File: config.mk
export PLATFORM = sky130hd
export DESIGN_NAME = internet_checksum_pseudo_header
export DESIGN_NICKNAME = d
export VERILOG_FILES = /design/src/rtl/icph_pkg.sv /design/src/rtl/icph_cfg.sv /design/src/rtl/icph_accum.sv /design/src/rtl/icph_outbuf.sv /design/src/rtl/internet_checksum_pseudo_header.sv
export SDC_FILE = /design/constraint.sdc
export NUM_CORES = 1
export LEC_CHECK = 0
export ABC_AREA = 0
export BUFFER_PORTS_ARGS = -buffer_cell sky130_fd_sc_hd__clkbuf_2
export CAP_MARGIN = 20
export CORE_ASPECT_RATIO = 0.5
export CORE_MARGIN = 3
export CORE_UTILIZATION = 42
export CTS_BUF_LIST = sky130_fd_sc_hd__clkbuf_8
export DETAILED_ROUTE_END_ITERATION = 10
export PLACE_DENSITY = 0.59
export SKIP_CTS_REPAIR_TIMING = 1
export SLEW_MARGIN = 20
export SYNTH_ARGS = -nofsm -noshare
export SYNTH_HDL_FRONTEND = slang
export SYNTH_SLANG_ARGS = --single-unit
File: constraint.sdc
create_clock -name i_clk -period 20.2 [get_ports i_clk]
set_clock_uncertainty 0.2 [all_clocks]
set_input_delay 4.04 -clock i_clk [delete_from_list [all_inputs] [get_ports i_clk]]
set_output_delay 4.04 -clock i_clk [all_outputs]
set_load 0.02 [all_outputs]
File: src/rtl/icph_pkg.sv
// ============================================================================
// icph_pkg: shared types and constants for the checksum block
// Holds the kind codes, register indexes, reset values, the struct types
// passed between modules and the end-around-carry adder function.
// ============================================================================
package icph_pkg;

    localparam logic [1:0] KIND_PLAIN = 2'd0;
    localparam logic [1:0] KIND_UDP   = 2'd1;
    localparam logic [1:0] KIND_TCP   = 2'd2;

    localparam logic REG_UDP_PROTO = 1'b0;
    localparam logic REG_TCP_PROTO = 1'b1;

    localparam logic [7:0]  UDP_PROTO_RESET   = 8'd17;
    localparam logic [7:0]  TCP_PROTO_RESET   = 8'd6;
    localparam logic [15:0] PSEUDO_LEN_OFFSET = 16'd8;
    localparam logic [15:0] COUNT_MAX         = 16'hFFFF;

    typedef struct packed {
        logic [7:0] udp_proto;
        logic [7:0] tcp_proto;
    } t_cfg;

    typedef struct packed {
        logic [15:0] checksum_value;
        logic        length_error;
    } t_result;

    // Ones'-complement add of two 16-bit words with the carry wrapped around.
    function automatic logic [15:0] oc_add(input logic [15:0] a, input logic [15:0] b);
        logic [16:0] s;
        begin
            s = {1'b0, a} + {1'b0, b};
            return s[15:0] + {15'b0, s[16]};
        end
    endfunction

endpackage

File: src/rtl/icph_cfg.sv
// ============================================================================
// icph_cfg: configuration registers
// APB-style register file holding the UDP and TCP protocol numbers.
// ============================================================================
module icph_cfg
    import icph_pkg::*;
(
    input  logic        i_clk,
    input  logic        i_rst_n,
    input  logic        psel,
    input  logic        penable,
    input  logic        pwrite,
    input  logic [2:0]  paddr,
    input  logic [31:0] pwdata,
    output logic [31:0] prdata,
    output logic        pready,
    output t_cfg        o_cfg
);

    t_cfg r_cfg;
    logic wr_en;
    logic reg_sel;

    assign reg_sel = paddr[2];
    assign wr_en   = psel && penable && pwrite;
    assign pready  = 1'b1;

    always_ff @(posedge i_clk) begin
        if (!i_rst_n) begin
            r_cfg.udp_proto <= UDP_PROTO_RESET;
            r_cfg.tcp_proto <= TCP_PROTO_RESET;
        end else if (wr_en) begin
            case (reg_sel)
                REG_UDP_PROTO: r_cfg.udp_proto <= pwdata[7:0];
                REG_TCP_PROTO: r_cfg.tcp_proto <= pwdata[7:0];
                default: ;
            endcase
        end
    end

    always_comb begin
        case (reg_sel)
            REG_UDP_PROTO: prdata = {24'b0, r_cfg.udp_proto};
            REG_TCP_PROTO: prdata = {24'b0, r_cfg.tcp_proto};
            default:       prdata = 32'b0;
        endcase
    end

    assign o_cfg = r_cfg;

endmodule

File: src/rtl/icph_accum.sv
// ============================================================================
// icph_accum: input register, running sum and final checksum logic
// Registers each byte, adds completed words into the running sum with an
// end-around carry, and forms the checksum when the last byte arrives.
// ============================================================================
module icph_accum
    import icph_pkg::*;
(
    input  logic       i_clk,
    input  logic       i_rst_n,
    input  logic       i_valid,
    output logic       o_ready,
    input  logic [7:0] i_data_byte,
    input  logic       i_last_byte,
    input  logic [1:0] i_kind,
    input  t_cfg       i_cfg,
    output logic       o_res_valid,
    input  logic       i_res_ready,
    output t_result    o_res
);

    logic        r_in_valid;
    logic [7:0]  r_data;
    logic        r_last;
    logic [1:0]  r_kind;

    logic [15:0] r_sum;
    logic [7:0]  r_held;
    logic        r_odd;
    logic [15:0] r_count;

    logic        adv;
    logic [15:0] n_count;
    logic [15:0] word;
    logic [15:0] n_sum;
    logic        pseudo;
    logic [7:0]  proto;
    logic [15:0] len_term;
    logic [15:0] pseudo_sum;
    logic [15:0] final_sum;

    // The held byte advances when it is an ordinary byte or when the
    // output stage can take the result it produces.
    assign adv         = r_in_valid && (!r_last || i_res_ready);
    assign o_ready     = !r_in_valid || adv;
    assign o_res_valid = r_in_valid && r_last;

    assign n_count = (r_count == COUNT_MAX) ? r_count : r_count + 16'd1;
    // An even position that ends the message is padded with a zero low byte.
    assign word    = r_odd ? {r_held, r_data} : {r_data, 8'h00};
    assign n_sum   = oc_add(r_sum, word);

    assign pseudo     = (r_kind == KIND_UDP) || (r_kind == KIND_TCP);
    assign proto      = (r_kind == KIND_UDP) ? i_cfg.udp_proto : i_cfg.tcp_proto;
    assign len_term   = n_count - PSEUDO_LEN_OFFSET;
    assign pseudo_sum = pseudo ? oc_add({8'b0, proto}, len_term) : 16'b0;
    assign final_sum  = oc_add(n_sum, pseudo_sum);

    assign o_res.checksum_value = ~final_sum;
    assign o_res.length_error   = pseudo && (n_count < PSEUDO_LEN_OFFSET);

    always_ff @(posedge i_clk) begin
        if (!i_rst_n) begin
            r_in_valid <= 1'b0;
        end else if (o_ready) begin
            r_in_valid <= i_valid;
        end
    end

    always_ff @(posedge i_clk) begin
        if (o_ready && i_valid) begin
            r_data <= i_data_byte;
            r_last <= i_last_byte;
            r_kind <= i_kind;
        end
    end

    always_ff @(posedge i_clk) begin
        if (!i_rst_n) begin
            r_sum   <= 16'b0;
            r_held  <= 8'b0;
            r_odd   <= 1'b0;
            r_count <= 16'b0;
        end else if (adv) begin
            if (r_last) begin
                r_sum   <= 16'b0;
                r_held  <= 8'b0;
                r_odd   <= 1'b0;
                r_count <= 16'b0;
            end else begin
                r_count <= n_count;
                if (r_odd) begin
                    r_sum <= n_sum;
                    r_odd <= 1'b0;
                end else begin
                    r_held <= r_data;
                    r_odd  <= 1'b1;
                end
            end
        end
    end

    a_clear_after_last: assert property (@(posedge i_clk) disable iff (!i_rst_n)
        adv && r_last |=> (r_sum == 16'b0) && !r_odd && (r_count == 16'b0))
        else $error("state not cleared after the last byte");

    a_parity_matches: assert property (@(posedge i_clk) disable iff (!i_rst_n)
        r_count != COUNT_MAX |-> r_count[0] == r_odd)
        else $error("odd-byte flag disagrees with the byte count");

    a_stall_holds: assert property (@(posedge i_clk) disable iff (!i_rst_n)
        r_in_valid && !adv |=> r_in_valid && $stable(r_data) && $stable(r_last))
        else $error("stalled byte was lost or changed");

endmodule

File: src/rtl/icph_outbuf.sv
// ============================================================================
// icph_outbuf: result output register
// Holds one finished checksum until the downstream side takes it.
// ============================================================================
module icph_outbuf
    import icph_pkg::*;
(
    input  logic        i_clk,
    input  logic        i_rst_n,
    input  logic        i_res_valid,
    output logic        o_res_ready,
    input  t_result     i_res,
    output logic        o_valid,
    input  logic        i_ready,
    output logic [15:0] o_checksum_value,
    output logic        o_length_error
);

    logic    r_out_valid;
    t_result r_out;

    assign o_res_ready = !r_out_valid || i_ready;

    always_ff @(posedge i_clk) begin
        if (!i_rst_n) begin
            r_out_valid <= 1'b0;
        end else if (o_res_ready) begin
            r_out_valid <= i_res_valid;
        end
    end

    always_ff @(posedge i_clk) begin
        if (o_res_ready && i_res_valid) begin
            r_out <= i_res;
        end
    end

    assign o_valid          = r_out_valid;
    assign o_checksum_value = r_out.checksum_value;
    assign o_length_error   = r_out.length_error;

endmodule

File: src/rtl/internet_checksum_pseudo_header.sv
// ============================================================================
// internet_checksum_pseudo_header: byte-serial Internet checksum
// Path: a last byte sits in the input register; its checksum is formed from it
// combinationally into the output register. Throughput: one byte per cycle,
// but a last byte stalls while the output register is full and not emptied.
// Reset (synchronous, active low) clears the sum, count and both valid stages,
// and loads the protocol numbers with 17 for UDP and 6 for TCP.
// ============================================================================
//
// Bytes arrive one per transfer on the input channel. Each byte is first
// captured in an input register. Pairs of bytes form big-endian 16-bit words
// that are added into a running ones'-complement sum. When the transfer
// carries the last byte, the block pads a lone high byte with a zero low
// byte, adds the pseudo-header protocol number and length term for UDP or
// TCP, complements the total and places it in the output register. The
// running state then returns to zero for the next message.
//
// The output register lets a new byte be taken while a finished checksum
// still waits for its transfer; only a last byte stalls while the output
// register is full and not being emptied.
//
// Registers (APB, byte addresses): 0x0 UDP protocol number, 0x4 TCP
// protocol number, both in the low 8 bits.
module internet_checksum_pseudo_header
    import icph_pkg::*;
(
    input  logic        i_clk,
    input  logic        i_rst_n,
    // Input byte channel.
    input  logic        i_valid,
    output logic        o_ready,
    input  logic [7:0]  i_data_byte,
    input  logic        i_last_byte,
    input  logic [1:0]  i_kind,
    // Result channel.
    output logic        o_valid,
    input  logic        i_ready,
    output logic [15:0] o_checksum_value,
    output logic        o_length_error,
    // Configuration port.
    input  logic        psel,
    input  logic        penable,
    input  logic        pwrite,
    input  logic [2:0]  paddr,
    input  logic [31:0] pwdata,
    output logic [31:0] prdata,
    output logic        pready
);

    t_cfg    cfg;
    t_result res;
    logic    res_valid;
    logic    res_ready;

    // Protocol number registers.
    icph_cfg u_cfg (
        .i_clk   (i_clk),
        .i_rst_n (i_rst_n),
        .psel    (psel),
        .penable (penable),
        .pwrite  (pwrite),
        .paddr   (paddr),
        .pwdata  (pwdata),
        .prdata  (prdata),
        .pready  (pready),
        .o_cfg   (cfg)
    );

    // Input register, running sum and checksum formation.
    icph_accum u_accum (
        .i_clk       (i_clk),
        .i_rst_n     (i_rst_n),
        .i_valid     (i_valid),
        .o_ready     (o_ready),
        .i_data_byte (i_data_byte),
        .i_last_byte (i_last_byte),
        .i_kind      (i_kind),
        .i_cfg       (cfg),
        .o_res_valid (res_valid),
        .i_res_ready (res_ready),
        .o_res       (res)
    );

    // Output register for finished checksums.
    icph_outbuf u_outbuf (
        .i_clk            (i_clk),
        .i_rst_n          (i_rst_n),
        .i_res_valid      (res_valid),
        .o_res_ready      (res_ready),
        .i_res            (res),
        .o_valid          (o_valid),
        .i_ready          (i_ready),
        .o_checksum_value (o_checksum_value),
        .o_length_error   (o_length_error)
    );

endmodule
==> metrics, run 1 <==
htree depth 3; Hold Path End u_cfg.o_cfg[8]; worst hold start u_cfg.o_cfg[8]; power per cell area 60.4 nW/µm²; min-delay worst type reg -> reg; Worst VDD drop 0.0296 mV; status finished, final reports clean; DRC viols 0; Die Y 98.2 µm; Crit Path Max Fanout 11; largest net degree at the start of global routing 63; port bufs 53; Combinational Power Share 0.282; vias in the first global route 5,412; required time worst endpoint 15.96 ns; total grt overflow 0; EDFF count, synth 28; first drt pass iteration count 5; clock power share 0.303; Setup crit start kind input port; Avg Cell Area, Syn 8.73 µm²; initial core utilization 0.433; Fin. Hold Viols 0; Pleak 3.09 nW; Seq pwr share 0.415; core region area 16,500 µm²; Worst-Skew Late Latency 0.37 ns; gr usage total 0.174; Hold Path Stages 2; Detailed Route WL 16.2 mm; clk slew on worst S/H paths 0.08 ns; max cap viols 0; worst hold slack 0.282 ns; FMAX 110 MHz; total power 465 µW; Detailed Place HPWL 12.5 mm; switch share 0.322; Die W 190 µm; initial antenna violation count 0; first-pass GRT wire length 26.7 mm; layout cells sized above 1 0.145; Setup TNS 0 ns; Synthesis Warnings 0; cell row count 33; final instance count without filler cells 1,090; CTS Buf Count 9; Seq cells post-synth 87; top cells by area, synth dfxtp_1, edfxtp_1, ha_1, xnor2_1, xor2_1; min cycle time layout 9.07 ns; Setup crit end kind primary output; Yosys top cell area share 0.165; Routed Antenna Nets 0; Slew Viols, Final 0; largest area contributor in the synthesized netlist dfxtp_1; Internal Pwr Total 316 µW; worst r2r src u_accum.r_count[0]; commonest non-fill, non-tap cells in the layout nand2_1, dfxtp_1, nor2_1; R2R depth 32; sw power 150 µW; Root Driver clkbuf_8; area of the die 18,700 µm²; Worst Tran Pin Value 0.666 ns; Core Util, Final 0.467; dpl cells 1,074; Iteration-0 DRC Markers 293; synth unique cells 79; area delta synth->final 7.86%; CTS tree yes; Seq/Total Area, Yosys 0.283; via count 5,786; worst path arrival time 4.83 ns; Setup crit start paddr[2]; maximum buffer depth of the clock tree 2; Sink Count 87; part of the cycle the worst path needs 0.449; routed len/inst 14.9 µm; RD Place Congestion 0.851; io pins 105; Netlist Area Pre-Place 7150 µm²; critical path class in -> out; vias per cell 5.31; Final nets 963; asr flop ratio synth 0; Final Setup Violations 0; Mapped Cells 819; unrepaired setup endpoints after global routing false; Worst slew margin 0.555; ant diodes 0; worst r2r dst u_outbuf.o_checksum_value[15]; Synth Flop Type dfxtp_1; internal reg-to-reg setup slack 11.55 ns; most common cell after layout, fill and taps aside nand2_1
-- cells by family after synthesis --
kind of cell,synth area share
compound gates,0.171
xor+xnor,0.110
fa+ha+maj,0.0942
buf+inv,0.0579
flops,0.283
mux,0.0487
other cells,0.00105
simple gates,0.235
-- per-layer routing --
metal,global-route usage,share of wire
met3,0.0312,0.032
met4,0.0310,0.0070
met1,0.241,0.51
met5,0,0
met2,0.287,0.45
-- worst max-delay path, stage by stage --
cell,delay (ns)
clkbuf_2,0.25
mux2_2,0.38
clkbuf_2,0.16
-- power by group through the flow --
stage,registers (mW),clock network (mW),logic [mW]
after floorplan,0.199,0,0.104
after global placement,0.197,0,0.129
after detailed placement,0.197,0,0.131
after CTS,0.193,0.147,0.132
after global routing,0.194,0.154,0.147
final,0.193,0.141,0.131
-- layout make-up --
cell class	count	area, µm²
clock inverter	6	83.8
timing repair buffer	57	295
fill	1657	8810
tap	227	284
inverter	22	82.6
sequential	87	2020
clock buffer	10	138
multi-input combinational	681	4800
-- metrics by stage --
| stage | setup slack, ns | cell area [µm²] |
|---|---|---|
| 4_1_cts | 11.12 | 7700 |
| 3_3_place_gp | 11.12 | 7480 |
| 5_1_grt | 10.70 | 7710 |
| 3_5_place_dp | 11.12 | 7480 |
| 6_report | 11.13 | 7710 |
| 2_1_floorplan | 11.19 | 7230 |
-- worst max path at each step --
stage / end / slack (ns) / cells past startpoint
2_1_floorplan: prdata[0] / 11.19 / 2
3_5_place_dp: prdata[4] / 11.12 / 3
5_1_grt: u_outbuf.o_checksum_value[15] / 10.70 / 35
4_1_cts: prdata[4] / 11.12 / 3
6_report: prdata[4] / 11.13 / 3
3_3_place_gp: prdata[4] / 11.12 / 3
-- sequential cells by signal (all words and copies together), names as in the netlist --
name and flops:
u_accum.r_held 8, u_accum.r_in_valid 1, u_accum.r_data 8, u_cfg.o_cfg 16, u_accum.r_last 1, u_accum.r_sum 16, u_outbuf.o_checksum_value 16, u_accum.r_odd 1
u_accum.r_kind 2, u_accum.r_count 16, u_outbuf.o_length_error 1, u_outbuf.o_valid 1
-- cell usage after synthesis, types with 4 or more instances --
cell,number
xnor2_1,49
clkbuf_1,20
xor2_1,37
a22oi_1,27
ha_1,49
and3_1,8
nand2_1,68
a211oi_1,7
and2_1,22
o21ai_0,25
nand4_1,15
nand3_1,30
inv_1,22
buf_6,5
a21boi_0,16
buf_4,26
nor3_1,17
mux2_2,26
a31oi_1,6
or2_2,4
nor2b_1,36
a21o_1,12
a21oi_1,29
dfxtp_1,59
or3_1,10
o21a_1,13
mux2i_1,4
o21bai_1,8
edfxtp_1,28
nor4_1,7
nand4b_1,4
nor2_1,57
nand2b_1,6
Note: power is estimated with default switching activity, not from simulation.
==> inputs of run 2 (changes only) <==
- clock period: 20.2 -> 9.4 ns (I/O delays scaled with it)
==> run 2 against run 1 <==
  * Sequential share of layout area about the same
  * Critical path type is now reg -> reg
  * Total power rose by 120%
  * Highest routed layer unchanged
  * Combinational power up 120%
  * Register-to-register slack worse by 11 ns
  * Via count up 0.31%
  * Critical path depth is 29 higher
==> metrics, run 2 (synthesis gave the netlist of run 1 again) <==
status finished, final reports clean; min-delay worst type reg -> reg; Crit path top cell by count ha_1; Worst-Skew Late Latency 0.37 ns; core region area 16,500 µm²; Pleak 3.09 nW; initial core utilization 0.433; total grt overflow 0; Fin. Hold Viols 0; area delta synth->final 7.91%; FMAX 118 MHz; unrepaired setup endpoints after global routing false; critical path class reg -> reg; Final nets 963; gr usage total 0.174; Root Driver clkbuf_8; commonest non-fill, non-tap cells in the layout nand2_1, dfxtp_1, nor2_1; maximum buffer depth of the clock tree 2; GR peak layer met2; design area 7710 µm²; Iteration-0 DRC Markers 267; power per cell area 130 nW/µm²; port bufs 53; max cap viols 0; worst hold start u_cfg.o_cfg[7]; Setup crit start u_accum.r_count[0]; Crit Path Max Fanout 8; Routed Antenna Nets 0; Worst slew margin 0.519; worst hold slack 0.280 ns; Detailed Place HPWL 12.6 mm; met2 Use GR 0.290; Slew Viols, Final 0; Setup TNS 0 ns; io pins 105; via count 5,804; DRC viols 0; CTS tree yes; final instance count without filler cells 1,090; GRT met3 Usage 0.0294; worst path arrival time 8.44 ns; part of the cycle the worst path needs 0.905; Die W 190 µm; area of the die 18,700 µm²; vias in the first global route 5,401; first drt pass iteration count 7; GR met1 Demand/Resource 0.239; CTS Buf Count 9; dpl cells 1,074; Worst VDD drop 0.0768 mV; largest net degree at the start of global routing 63; Worst Tran Pin Value 0.719 ns; layout cells sized above 1 0.146; htree depth 3; worst r2r src u_accum.r_count[0]; ant diodes 0; RD Place Congestion 0.861; initial antenna violation count 0; CP max-delay cell nor4_4; required time worst endpoint 9.33 ns; Setup crit end kind flip-flop; Detailed Route WL 16.3 mm; clk slew on worst S/H paths 0.10 ns; cell row count 33; Final Setup Violations 0; min cycle time layout 8.50 ns; routed len/inst 14.9 µm; Sink Count 87; post-place instance area 7480 µm²; Die Y 98.2 µm; vias per cell 5.32; most common cell after layout, fill and taps aside nand2_1; first-pass GRT wire length 26.7 mm; Crit path largest cell delay 0.53 ns; total power 1.00 mW; Setup crit start kind flip-flop
## run 2: worst max-delay path: cells and delay by family, from the launching register on
family	cells	cell delay, ns
buffers and inverters	1	0.06
adders and majority gates	4	1.00
xor gates and xnor gates	3	0.75
DFF	1	0.46
and+or+nand+nor	19	4.71
AOI/OAI and AO/OA	5	1.08
## run 2: final timing paths
check                             endpoint  slack [ns]  cells past startpoint
max reg2reg  u_outbuf.o_checksum_value[15]        0.90                     32
min reg2reg                 u_cfg.o_cfg[7]        0.28                      2
min                         u_cfg.o_cfg[7]        0.28                      2
max          u_outbuf.o_checksum_value[15]        0.90                     32
## run 2: through the flow
| stage | setup WS (ns) | utilization |
|---|---|---|
| 3_5_place_dp | 0.712 | 0.453 |
| 6_report | 0.896 | 0.467 |
| 4_1_cts | 0.672 | 0.466 |
| 5_1_grt | 0.0971 | 0.467 |
| 2_1_floorplan | 1.92 | - |
| 3_3_place_gp | 0.862 | 0.453 |
## run 2: power by group
group	total (mW)	internal (mW)	switching, mW
clock	0.305	0.152	0.153
sequential	0.415	0.407	0.00746
combinational	0.284	0.115	0.170
total	1.00	0.674	0.331
## run 2: cell type report
cell class	count	area, µm²
multi-input combinational	681	4810
inverter	22	82.6
clock buffer	9	124
timing repair buffer	57	295
fill	1622	8800
tap	227	284
clock inverter	7	96.3
sequential	87	2020
## run 2: metal layers
metal | wire, µm | vias to the layer above
li1 | - | 2987
met1 | 8200 | 2688
met2 | 7310 | 114
met3 | 584 | 15
met4 | 174 | 0
met5 | 0 | -
==> inputs of run 3 (changes only) <==
- BUFFER_PORTS_ARGS: -buffer_cell sky130_fd_sc_hd__clkbuf_2 -> default
- DONT_BUFFER_PORTS: default -> 1
- PLACE_DENSITY: 0.59 -> 0.53
==> run 3 against run 2 <==
  * Non-clock buffer count shrank 53
  * Routed wire length grew 2.8%
  * Final area shrank 4.0%
  * Via count shrank 4.2%
  * Combinational power shrank 7.4%
  * Die area is the same
  * Core utilization shrank 1.9 points
  * Register-to-register slack is essentially flat
  * Maximum frequency shrank 0.14%
  * Clock power shrank 16%
  * Critical endpoint unchanged
  * Largest cell class unchanged
  * Largest power group unchanged
  * Highest routed layer is now met5
==> metrics, run 3 (synthesis gave the netlist of run 1 again) <==
status finished, final reports clean; Worst-Skew Late Latency 0.36 ns; critical path class reg -> reg; Final Setup Violations 0; cell row count 33; first-pass GRT wire length 27.2 mm; clk slew on worst S/H paths 0.09 ns; largest net degree at the start of global routing 63; min cycle time layout 8.52 ns; gr usage total 0.179; Die Y 98.2 µm; area of the die 18,700 µm²; Iteration-0 DRC Markers 273; vias in the first global route 5,165; Seq. cell area 2020 µm²; Layout fillers 1,640; Pleak 2.85 nW; initial core utilization 0.433; initial antenna violation count 1; area delta synth->final 3.62%; io pins 105; Crit Path Max Fanout 8; multi-input logic area 4810 µm²; commonest non-fill, non-tap cells in the layout nand2_1, dfxtp_1, nor2_1; Crit path top cell by count ha_1; DRC viols 0; pre-CTS WS 0.643 ns; vias per cell 5.36; CTS tree yes; Detailed Place HPWL 12.8 mm; Final nets 910; FMAX 117 MHz; Root Driver clkbuf_8; power per cell area 127 nW/µm²; RD Place Congestion 0.797; CP max-delay cell nor4_4; final setup margin 0.884 ns; layout cells sized above 1 0.0901; part of the cycle the worst path needs 0.906; htree depth 3; port bufs 0; Setup TNS 0 ns; via count 5,561; Die W 190 µm; worst path arrival time 8.44 ns; Slew Viols, Final 0; most common cell after layout, fill and taps aside nand2_1; Sink Count 87; unrepaired setup endpoints after global routing false; routed len/inst 16.1 µm; Worst slew margin 0.546; Worst Tran Pin Value 0.662 ns; required time worst endpoint 9.32 ns; maximum buffer depth of the clock tree 2; Routed Antenna Nets 0; Fin. Hold Viols 0; max cap viols 0; ant diodes 0; min-delay worst type reg -> reg; Setup crit end kind flip-flop; Setup crit start kind flip-flop; core region area 16,500 µm²; first drt pass iteration count 5; Worst VDD drop 0.0642 mV; Crit path largest cell delay 0.53 ns; CTS Buf Count 9; total grt overflow 0; Detailed Route WL 16.7 mm
-- run 3: layer usage --
layer	global-route usage	part of all wire	vias to the layer above
met3	0.0359	0.030	14
met1	0.257	0.52	2584
met2	0.282	0.44	83
met5	0	0.00078	-
met4	0.0355	0.0092	2
li1	-	-	2878
-- run 3: area by class of cell --
cell class | count | area share
repair buffers | 4 | 0.00405
flip-flops and latches | 87 | 0.273
multi-input cells | 681 | 0.649
clock buffers | 10 | 0.0186
inverters | 22 | 0.0112
well taps | 227 | 0.0384
clock inverters | 6 | 0.00558
-- run 3: where the power goes --
part / total, mW / leakage [nW] / switching [mW] / internal (mW)
combinational: 0.263 / 2.01 / 0.156 / 0.107
clock: 0.256 / 0.0992 / 0.150 / 0.105
sequential: 0.423 / 0.739 / 0.0147 / 0.408
-- run 3: through the flow --
| stage | util | area (µm²) | total power [mW] | hold WS [ns] | std cells |
|---|---|---|---|---|---|
| after floorplan | - | 7230 | 0.651 | 0.251 | 842 |
| after CTS | 0.448 | 7390 | 0.954 | 0.281 | 1037 |
| after detailed placement | 0.437 | 7220 | 0.693 | 0.267 | 1021 |
| final | 0.448 | 7410 | 0.941 | 0.280 | 1037 |
| after global placement | 0.437 | 7220 | 0.690 | 0.259 | 1021 |
| after global routing | 0.448 | 7410 | 1.00 | 0.307 | 1037 |
-- run 3: worst paths after layout --
path	start	endpoint	slack (ns)	cells after the start
setup reg to reg	u_accum.r_count[0]	u_outbuf.o_checksum_value[15]	0.88	35
setup / recovery	u_accum.r_count[0]	u_outbuf.o_checksum_value[15]	0.88	35
hold / removal	u_cfg.o_cfg[6]	u_cfg.o_cfg[6]	0.28	2
hold reg to reg	u_cfg.o_cfg[6]	u_cfg.o_cfg[6]	0.28	2
-- run 3: worst max-delay path, delay by kind of cell (launching register included) --
kind                     cells  cell delay, ns
AO/OA/AOI/OAI                8            1.60
adder cells (fa/ha/maj)      5            1.43
XOR/XNOR                     3            0.42
AND/OR/NAND/NOR             18            4.09
buffers and inverters        1            0.06
flip-flops                   1            0.45
